File: config.mk
export PLATFORM = sky130hd
export DESIGN_NAME = sensor_frame_decoder
export DESIGN_NICKNAME = d
export VERILOG_FILES = /design/src/hdl/sfd_pkg.sv /design/src/hdl/sensor_frame_decoder.sv /design/src/hdl/sfd_front.sv /design/src/hdl/sfd_queue.sv /design/src/hdl/sfd_back.sv
export SDC_FILE = /design/constraint.sdc
export NUM_CORES = 1
export LEC_CHECK = 0
export BUFFER_PORTS_ARGS = -buffer_cell sky130_fd_sc_hd__buf_2
export CORE_ASPECT_RATIO = 1.75
export CORE_MARGIN = 8
export CORE_UTILIZATION = 60
export CTS_CLUSTER_DIAMETER = 30
export DETAILED_ROUTE_END_ITERATION = 8
export HOLD_SLACK_MARGIN = 0.02
export PLACE_DENSITY = 0.81
export SYNTH_ARGS = -nofsm -noshare
export SYNTH_HDL_FRONTEND = slang
export SYNTH_HIERARCHICAL = 1
export SYNTH_SLANG_ARGS = --single-unit
File: constraint.sdc
create_clock -name clk -period 8.9 [get_ports clk]
set_input_delay 1.335 -clock clk [delete_from_list [all_inputs] [get_ports clk]]
set_output_delay 1.335 -clock clk [all_outputs]
set_load 0.05 [all_outputs]
File: src/hdl/sfd_pkg.sv
// Shared types, constants and CRC helpers for the sensor frame decoder.
// No dependencies; imported by every other file in hdl/.
`timescale 1ns / 1ps

package sfd_pkg;

	localparam int SFD_QUEUE_DEPTH = 2;
	localparam int SFD_FRAME_BYTES = 6;

	localparam logic [2:0] LAST_POS_A = 3'd2;
	localparam logic [2:0] LAST_POS_B = 3'd6;

	localparam logic [7:0] CRC_A_POLY = 8'h8C;
	localparam logic [7:0] CRC_A_INIT = 8'h00;
	localparam logic [7:0] CRC_B_POLY = 8'h31;
	localparam logic [7:0] CRC_B_INIT = 8'hFF;
	localparam int         BUSY_BIT   = 7;

	localparam logic signed [16:0] TEMP_A_OFFSET = 17'sd6400;
	localparam logic signed [26:0] TEMP_B_OFFSET = 27'sd13107200;
	localparam logic [5:0]         TEMP_B_SCALE  = 6'd50;
	localparam logic [4:0]         HUM_B_SCALE   = 5'd25;

	typedef enum logic [1:0] {
		STATUS_OK       = 2'd0,
		STATUS_CRC_ERR  = 2'd1,
		STATUS_BUSY     = 2'd2,
		STATUS_CRC_WARN = 2'd3
	} sfd_status_t;

	// one finished frame handed from front to back
	typedef struct packed {
		logic                              fmt_b;
		logic                              crc_match;
		logic [SFD_FRAME_BYTES-1:0][7:0]   bytes;
	} sfd_rec_t;

	function automatic logic [7:0] crc_a_byte(input logic [7:0] crc, input logic [7:0] b);
		logic [7:0] c;
		c = crc ^ b;
		for (int k = 0; k < 8; k++) begin
			c = c[0] ? ((c >> 1) ^ CRC_A_POLY) : (c >> 1);
		end
		return c;
	endfunction

	function automatic logic [7:0] crc_b_byte(input logic [7:0] crc, input logic [7:0] b);
		logic [7:0] c;
		c = crc ^ b;
		for (int k = 0; k < 8; k++) begin
			c = c[7] ? ((c << 1) ^ CRC_B_POLY) : (c << 1);
		end
		return c;
	endfunction

endpackage

File: src/hdl/sensor_frame_decoder.sv
// Top level of the sensor frame decoder: front, record queue, back.
// Depends on sfd_pkg, sfd_front, sfd_queue and sfd_back.
//
//   channel    dir  content
//   ---------  ---  --------------------------------------------------
//   s_axis     in   tdata[7:0] rx_byte; tuser[0] frame_start
//   m_axis     out  tdata[16:0] temperature_q8, [31:17] humidity_q8;
//                   tuser[1:0] frame_status
//   frame_fmt  in   frame_format_wr_en / frame_format_wr_data, 0=A 1=B
//
// One byte per cycle while the record queue is not full; the front's
// position/CRC register pair closes the only loop.
// Reset clears position, CRC, queue and output valid; format resets to A.
// s_tready drops only when the record queue is full; a stalled m_axis
// fills the output register and then the queue.
`timescale 1ns / 1ps

module sensor_frame_decoder import sfd_pkg::*; #(
	parameter int QUEUE_DEPTH = SFD_QUEUE_DEPTH
) (
	input  logic        clk,
	input  logic        arst_n,
	input  logic        frame_format_wr_en,
	input  logic        frame_format_wr_data,
	input  logic        s_tvalid,
	output logic        s_tready,
	input  logic [7:0]  s_tdata,   // [7:0] rx_byte
	input  logic [0:0]  s_tuser,   // [0] frame_start
	output logic        m_tvalid,
	input  logic        m_tready,
	output logic [31:0] m_tdata,   // [16:0] temperature_q8, [31:17] humidity_q8
	output logic [1:0]  m_tuser    // [1:0] frame_status
);

	logic               fmt_b_q;
	logic               push;
	sfd_rec_t           push_data;
	logic               full;
	logic               pop;
	sfd_rec_t           pop_data;
	logic               not_empty;
	logic signed [16:0] temperature_q8;
	logic [14:0]        humidity_q8;
	sfd_status_t        frame_status;

	always_ff @(posedge clk or negedge arst_n) begin
		if (!arst_n) begin
			fmt_b_q <= 1'b0;
		end else if (frame_format_wr_en) begin
			fmt_b_q <= frame_format_wr_data;
		end
	end

	sfd_front u_front (
		.clk         (clk),
		.arst_n      (arst_n),
		.fmt_b       (fmt_b_q),
		.in_valid    (s_tvalid),
		.in_ready    (s_tready),
		.rx_byte     (s_tdata),
		.frame_start (s_tuser[0]),
		.push        (push),
		.push_data   (push_data),
		.queue_full  (full)
	);

	sfd_queue #(
		.DEPTH (QUEUE_DEPTH)
	) u_queue (
		.clk       (clk),
		.arst_n    (arst_n),
		.push      (push),
		.push_data (push_data),
		.full      (full),
		.pop       (pop),
		.pop_data  (pop_data),
		.not_empty (not_empty)
	);

	sfd_back u_back (
		.clk            (clk),
		.arst_n         (arst_n),
		.in_valid       (not_empty),
		.rec            (pop_data),
		.pop            (pop),
		.out_valid      (m_tvalid),
		.out_ready      (m_tready),
		.temperature_q8 (temperature_q8),
		.humidity_q8    (humidity_q8),
		.frame_status   (frame_status)
	);

	assign m_tdata = {humidity_q8, temperature_q8};
	assign m_tuser = frame_status;

endmodule

File: src/hdl/sfd_front.sv
// Front end: takes frame bytes, tracks position and running CRC, stores
// payload bytes and pushes one record per finished frame. Uses sfd_pkg.
`timescale 1ns / 1ps

module sfd_front import sfd_pkg::*; (
	input  logic       clk,
	input  logic       arst_n,
	input  logic       fmt_b,
	input  logic       in_valid,
	output logic       in_ready,
	input  logic [7:0] rx_byte,
	input  logic       frame_start,
	output logic       push,
	output sfd_rec_t   push_data,
	input  logic       queue_full
);

	logic [2:0] pos_q;
	logic [7:0] crc_q;
	logic [SFD_FRAME_BYTES-1:0][7:0] bytes_q;

	logic [2:0] pos;
	logic [7:0] crc_base;
	logic [7:0] crc_next;
	logic       is_check;
	logic       accept;

	assign in_ready = !queue_full;
	assign accept   = in_valid && in_ready;

	always_comb begin
		pos      = frame_start ? 3'd0 : pos_q;
		crc_base = (pos == 3'd0) ? (fmt_b ? CRC_B_INIT : CRC_A_INIT) : crc_q;
		crc_next = fmt_b ? crc_b_byte(crc_base, rx_byte) : crc_a_byte(crc_base, rx_byte);
		is_check = pos >= (fmt_b ? LAST_POS_B : LAST_POS_A);
	end

	always_ff @(posedge clk or negedge arst_n) begin
		if (!arst_n) begin
			pos_q <= 3'd0;
			crc_q <= 8'h00;
		end else if (accept) begin
			if (is_check) begin
				pos_q <= 3'd0;
				crc_q <= crc_base;
			end else begin
				pos_q <= pos + 3'd1;
				crc_q <= crc_next;
			end
		end
	end

	always_ff @(posedge clk) begin
		if (accept && !is_check && (pos < 3'(SFD_FRAME_BYTES))) begin
			bytes_q[pos] <= rx_byte;
		end
	end

	assign push                = accept && is_check;
	assign push_data.fmt_b     = fmt_b;
	assign push_data.crc_match = (crc_base == rx_byte);
	assign push_data.bytes     = bytes_q;

endmodule

File: src/hdl/sfd_queue.sv
// Small FIFO of finished-frame records between front and back.
// Uses sfd_pkg for the record type.
`timescale 1ns / 1ps

module sfd_queue import sfd_pkg::*; #(
	parameter int DEPTH = SFD_QUEUE_DEPTH
) (
	input  logic     clk,
	input  logic     arst_n,
	input  logic     push,
	input  sfd_rec_t push_data,
	output logic     full,
	input  logic     pop,
	output sfd_rec_t pop_data,
	output logic     not_empty
);

	localparam int PW = $clog2(DEPTH);
	localparam int CW = $clog2(DEPTH + 1);

	sfd_rec_t        mem [DEPTH];
	logic [PW-1:0]   wr_ptr_q;
	logic [PW-1:0]   rd_ptr_q;
	logic [CW-1:0]   count_q;
	logic            do_push;
	logic            do_pop;

	assign full      = (count_q == CW'(DEPTH));
	assign not_empty = (count_q != '0);
	assign do_push   = push && !full;
	assign do_pop    = pop && not_empty;
	assign pop_data  = mem[rd_ptr_q];

	always_ff @(posedge clk) begin
		if (do_push) begin
			mem[wr_ptr_q] <= push_data;
		end
	end

	always_ff @(posedge clk or negedge arst_n) begin
		if (!arst_n) begin
			wr_ptr_q <= '0;
			rd_ptr_q <= '0;
			count_q  <= '0;
		end else begin
			if (do_push) begin
				wr_ptr_q <= (wr_ptr_q == PW'(DEPTH - 1)) ? '0 : wr_ptr_q + 1'b1;
			end
			if (do_pop) begin
				rd_ptr_q <= (rd_ptr_q == PW'(DEPTH - 1)) ? '0 : rd_ptr_q + 1'b1;
			end
			case ({do_push, do_pop})
				2'b10:   count_q <= count_q + 1'b1;
				2'b01:   count_q <= count_q - 1'b1;
				default: count_q <= count_q;
			endcase
		end
	end

endmodule

File: src/hdl/sfd_back.sv
// Back end: converts a finished-frame record to Q8 temperature, humidity
// and status, held in an output register. Uses sfd_pkg.
`timescale 1ns / 1ps

module sfd_back import sfd_pkg::*; (
	input  logic               clk,
	input  logic               arst_n,
	input  logic               in_valid,
	input  sfd_rec_t           rec,
	output logic               pop,
	output logic               out_valid,
	input  logic               out_ready,
	output logic signed [16:0] temperature_q8,
	output logic [14:0]        humidity_q8,
	output sfd_status_t        frame_status
);

	logic               valid_q;
	logic signed [16:0] temp_q;
	logic [14:0]        hum_q;
	sfd_status_t        status_q;

	logic [19:0]        raw_h;
	logic [19:0]        raw_t;
	logic [25:0]        prod_t;
	logic signed [26:0] num_t;
	logic signed [16:0] temp_b;
	logic [24:0]        prod_h;
	logic signed [16:0] temp_a;
	logic signed [16:0] temp_n;
	logic [14:0]        hum_n;
	sfd_status_t        status_n;

	always_comb begin
		raw_h  = {rec.bytes[1], rec.bytes[2], rec.bytes[3][7:4]};
		raw_t  = {rec.bytes[3][3:0], rec.bytes[4], rec.bytes[5]};
		prod_t = raw_t * TEMP_B_SCALE;
		num_t  = $signed({1'b0, prod_t}) - TEMP_B_OFFSET;
		// truncate toward zero
		temp_b = 17'(num_t >>> 10) + 17'((num_t < 0) && (num_t[9:0] != 10'd0));
		prod_h = raw_h * HUM_B_SCALE;
		temp_a = 17'($signed({rec.bytes[1], rec.bytes[0]})) + TEMP_A_OFFSET;

		temp_n   = '0;
		hum_n    = '0;
		status_n = STATUS_OK;
		if (!rec.fmt_b) begin
			if (rec.crc_match) begin
				temp_n = temp_a;
			end else begin
				status_n = STATUS_CRC_ERR;
			end
		end else if (rec.bytes[0][BUSY_BIT]) begin
			status_n = STATUS_BUSY;
		end else begin
			temp_n   = temp_b;
			hum_n    = prod_h[24:10];
			status_n = rec.crc_match ? STATUS_OK : STATUS_CRC_WARN;
		end
	end

	assign pop = in_valid && (!valid_q || out_ready);

	always_ff @(posedge clk or negedge arst_n) begin
		if (!arst_n) begin
			valid_q <= 1'b0;
		end else if (!valid_q || out_ready) begin
			valid_q <= in_valid;
		end
	end

	always_ff @(posedge clk) begin
		if (pop) begin
			temp_q   <= temp_n;
			hum_q    <= hum_n;
			status_q <= status_n;
		end
	end

	assign out_valid      = valid_q;
	assign temperature_q8 = temp_q;
	assign humidity_q8    = hum_q;
	assign frame_status   = status_q;

endmodule

==> metrics.md <==
| Metric | Value |
|---|---|
| Status | `finished clean` |
| WHS Path Cells | `0` |
| DRT Pass-1 Iters | `5` |
| Final HPWL DP | `19400 um` |
| Hold Fails Final Rpt | `0` |
| Via/cell ratio | `5.75` |
| CP Launch Type | `register` |
| Clk sinks | `199` |
| Type of the worst setup path | `reg -> reg` |
| Hold path startpoint | `u_front/push_data[47]$_DFFE_PP_` |
| WL final | `25600 um` |
| GRT Overall Usage | `20.4%` |
| Distinct cells, synth | `88` |
| DR vias | `7857` |
| Syn Inst Count | `1042` |
| Worst-path clk slew | `0.07 ns` |
| Final setup skew | `0.0155 ns` |
| Synthesized area | `0.0125 mm2` |
| Worst path arrival time | `7.17 ns` |
| # diodes | `0` |
| Register-to-Register Path Depth | `22` |
| Yosys reg bits | `199` |
| Area delta synth->final | `8.86%` |
| Chip width | `125 um` |
| Postcts setup bufs | `0` |
| Post-cts gate resize count | `0` |
| Final period util | `79.0%` |
| Vias in the first global route | `8291` |
| H-tree Lvls | `4` |
| Total grt overflow | `0` |
| Area of the core | `0.0207 mm2` |
| CTS root buf | `clkbuf_16` |
| Max Root-Sink Buffers | `2` |
| Dpl ws | `1.99 ns` |
| # hold bufs at CTS | `0` |
| Post-synth ARST share | `8.54%` |
| EDFF count, synth | `182` |
| Final min period | `7.03 ns` |
| Clk_lat worst skew | `0.44 ns` |
| FP Rows | `70` |
| Die Span Y | `207 um` |
| Routability cong. | `0.945` |
| Syn_nets | `1227` |
| Antenna violations before repair | `0` |
| Iter 0 DRT Violations | `453` |
| Setup TNS | `0 ns` |
| CTS buffer count | `17` |
| Worst hold endpoint | `u_queue/mem[0][47]$_DFFE_PP_` |
| WP data required | `9.04 ns` |
| First-pass GRT wire length | `41800 um` |
| Layout cells sized above 1 | `15.7%` |
| Actual slew at the worst max-slew pin | `1.25 ns` |
| Fmax | `142 MHz` |
| TritonCTS clock tree | `done` |
| Worst Hold Class | `reg -> reg` |
| RSZ-0062 raised after global routing | `no` |
| R2R setup slack | `1.87 ns` |
| Max-Cap Viols | `0` |
| R2R Path Start | `u_queue/rd_ptr_q$_DFFE_PN0P_` |
| Avg Inst Size Synth | `12.0 um2` |
| Yosys warns | `6` |
| Max-slew headroom | `16.4%` |
| Sequential element share of the synthesized area | `47.0%` |
| Routed len/inst | `18.7 um` |
| Final worst setup slack | `1.87 ns` |
| Die ar. | `0.0259 mm2` |
| # setup viols final | `0` |
| Crit path max fanout | `28` |
| Worst setup EP type | `register` |
| RR Endpoint | `u_back/temperature_q8[14]$_DFFE_PP_` |
| Final nets | `1287` |
| IO Port Bufs | `50` |
| Routed Antenna Nets | `0` |
| I/O pin total | `51` |
| Final slew viol count | `0` |
| Largest net degree at the start of global routing | `51` |
| # DRC | `0` |
| Initial core utilization | `60.6%` |
| Hold WS | `0.446 ns` |
| Most used DFF post-synth | `edfxtp_1` |
-- worst max-delay path, stage by stage (launching register included) --
cell	delay [ns]
dfrtp_2	0.79
mux2_2	0.45
ha_1	0.32
ha_1	0.32
fa_1	0.48
ha_1	0.39
a211oi_2	0.30
o21ai_2	0.16
a21oi_1	0.37
nor4_1	0.10
a311o_1	0.39
nand2b_4	0.19
o211ai_1	0.28
nand3_1	0.15
a21oi_1	0.16
ha_1	0.19
ha_1	0.25
o211ai_1	0.10
nand4b_1	0.33
nor4_2	0.44
o311ai_1	0.25
xor2_1	0.19
o22ai_1	0.10
-- flip-flops by register name (all words and copies together) (netlist names), 2 cells and up --
signal / cells
u_back/humidity_q8: 15
u_front/pos_q: 3
u_queue/count_q: 2
u_back/temperature_q8: 17
u_front/push_data: 48
u_front/crc_q: 8
u_queue/mem: 100
u_back/frame_status: 2
-- worst max-delay path by stage --
stage                                     endpoint                    startpoint  slack [ns]  depth (start not counted)
5_1_grt        u_back/temperature_q8[14]$_DFFE_PP_  u_queue/rd_ptr_q$_DFFE_PN0P_        1.39                         24
3_5_place_dp   u_back/temperature_q8[14]$_DFFE_PP_  u_queue/rd_ptr_q$_DFFE_PN0P_        1.99                         24
4_1_cts        u_back/temperature_q8[14]$_DFFE_PP_  u_queue/rd_ptr_q$_DFFE_PN0P_        1.94                         24
6_report       u_back/temperature_q8[14]$_DFFE_PP_  u_queue/rd_ptr_q$_DFFE_PN0P_        1.87                         22
2_1_floorplan  u_back/temperature_q8[14]$_DFFE_PP_  u_queue/rd_ptr_q$_DFFE_PN0P_        3.10                         27
3_3_place_gp   u_back/temperature_q8[14]$_DFFE_PP_  u_queue/rd_ptr_q$_DFFE_PN0P_        2.05                         24
-- cell usage after synthesis (7+ instances only) --
master / count / share of area [%]
nand3_1: 15 / 0.60
dfrtp_1: 17 / 3.4
nand2_1: 47 / 1.4
clkbuf_1: 7 / 0.21
mux2_2: 46 / 4.1
ha_1: 141 / 14
nor2b_1: 11 / 0.55
a211oi_1: 11 / 0.66
inv_1: 158 / 4.7
nor4_1: 10 / 0.50
edfxtp_1: 182 / 44
fa_1: 29 / 4.6
nor2_1: 40 / 1.2
a21oi_1: 47 / 1.9
xor2_1: 26 / 1.8
and2_1: 7 / 0.35
nand2b_1: 9 / 0.45
nor3_1: 16 / 0.64
o21ai_0: 32 / 1.3
xnor2_1: 56 / 3.9
-- kinds of logic after synthesis --
family	Yosys count	synth area share, %
AND/OR/NAND/NOR	190	7.86
XOR/XNOR	85	6.22
multiplexers	54	4.98
adder cells (fa/ha/maj)	170	18.7
buffers and inverters	176	5.73
AO/OA/AOI/OAI	168	9.45
flip-flops	199	47.0
-- placed cells by master (no fill, tap or decap), types with 11 or more instances in the layout --
cell type	n
xnor2_1	56
edfxtp_1	182
mux2_2	46
a21oi_1	47
ha_1	141
a211oi_1	11
nand2_1	47
dfrtp_1	16
o21ai_0	32
inv_1	158
nor2b_1	11
nand3_1	15
nor3_1	16
clkbuf_16	17
fa_1	29
xor2_1	26
buf_2	50
nor2_1	39
-- through the flow --
stage	area, um2	instances	util (%)
2_1_floorplan	12500	1042	-
3_3_place_gp	13000	1335	63.1
3_5_place_dp	13000	1335	63.1
4_1_cts	13600	1367	66.0
5_1_grt	13600	1367	66.0
6_report	13600	1367	66.0
-- cell type report --
type / count / area, um2
clock buffer: 19 / 433
multi-input combinational: 667 / 5920
tap: 252 / 315
timing repair buffer: 59 / 318
sequential: 199 / 5890
inverter: 158 / 593
fill: 1471 / 7040
clock inverter: 13 / 158
-- routing by layer --
metal | track usage [%] | share of wire [%]
met5 | 0 | 0
met1 | 20.4 | 37
met4 | 11.5 | 4.4
met2 | 38.8 | 55
met3 | 3.22 | 3.4
Power is not shown: default switching activity piles up to over one toggle a cycle in this logic, so the estimate is an artifact.
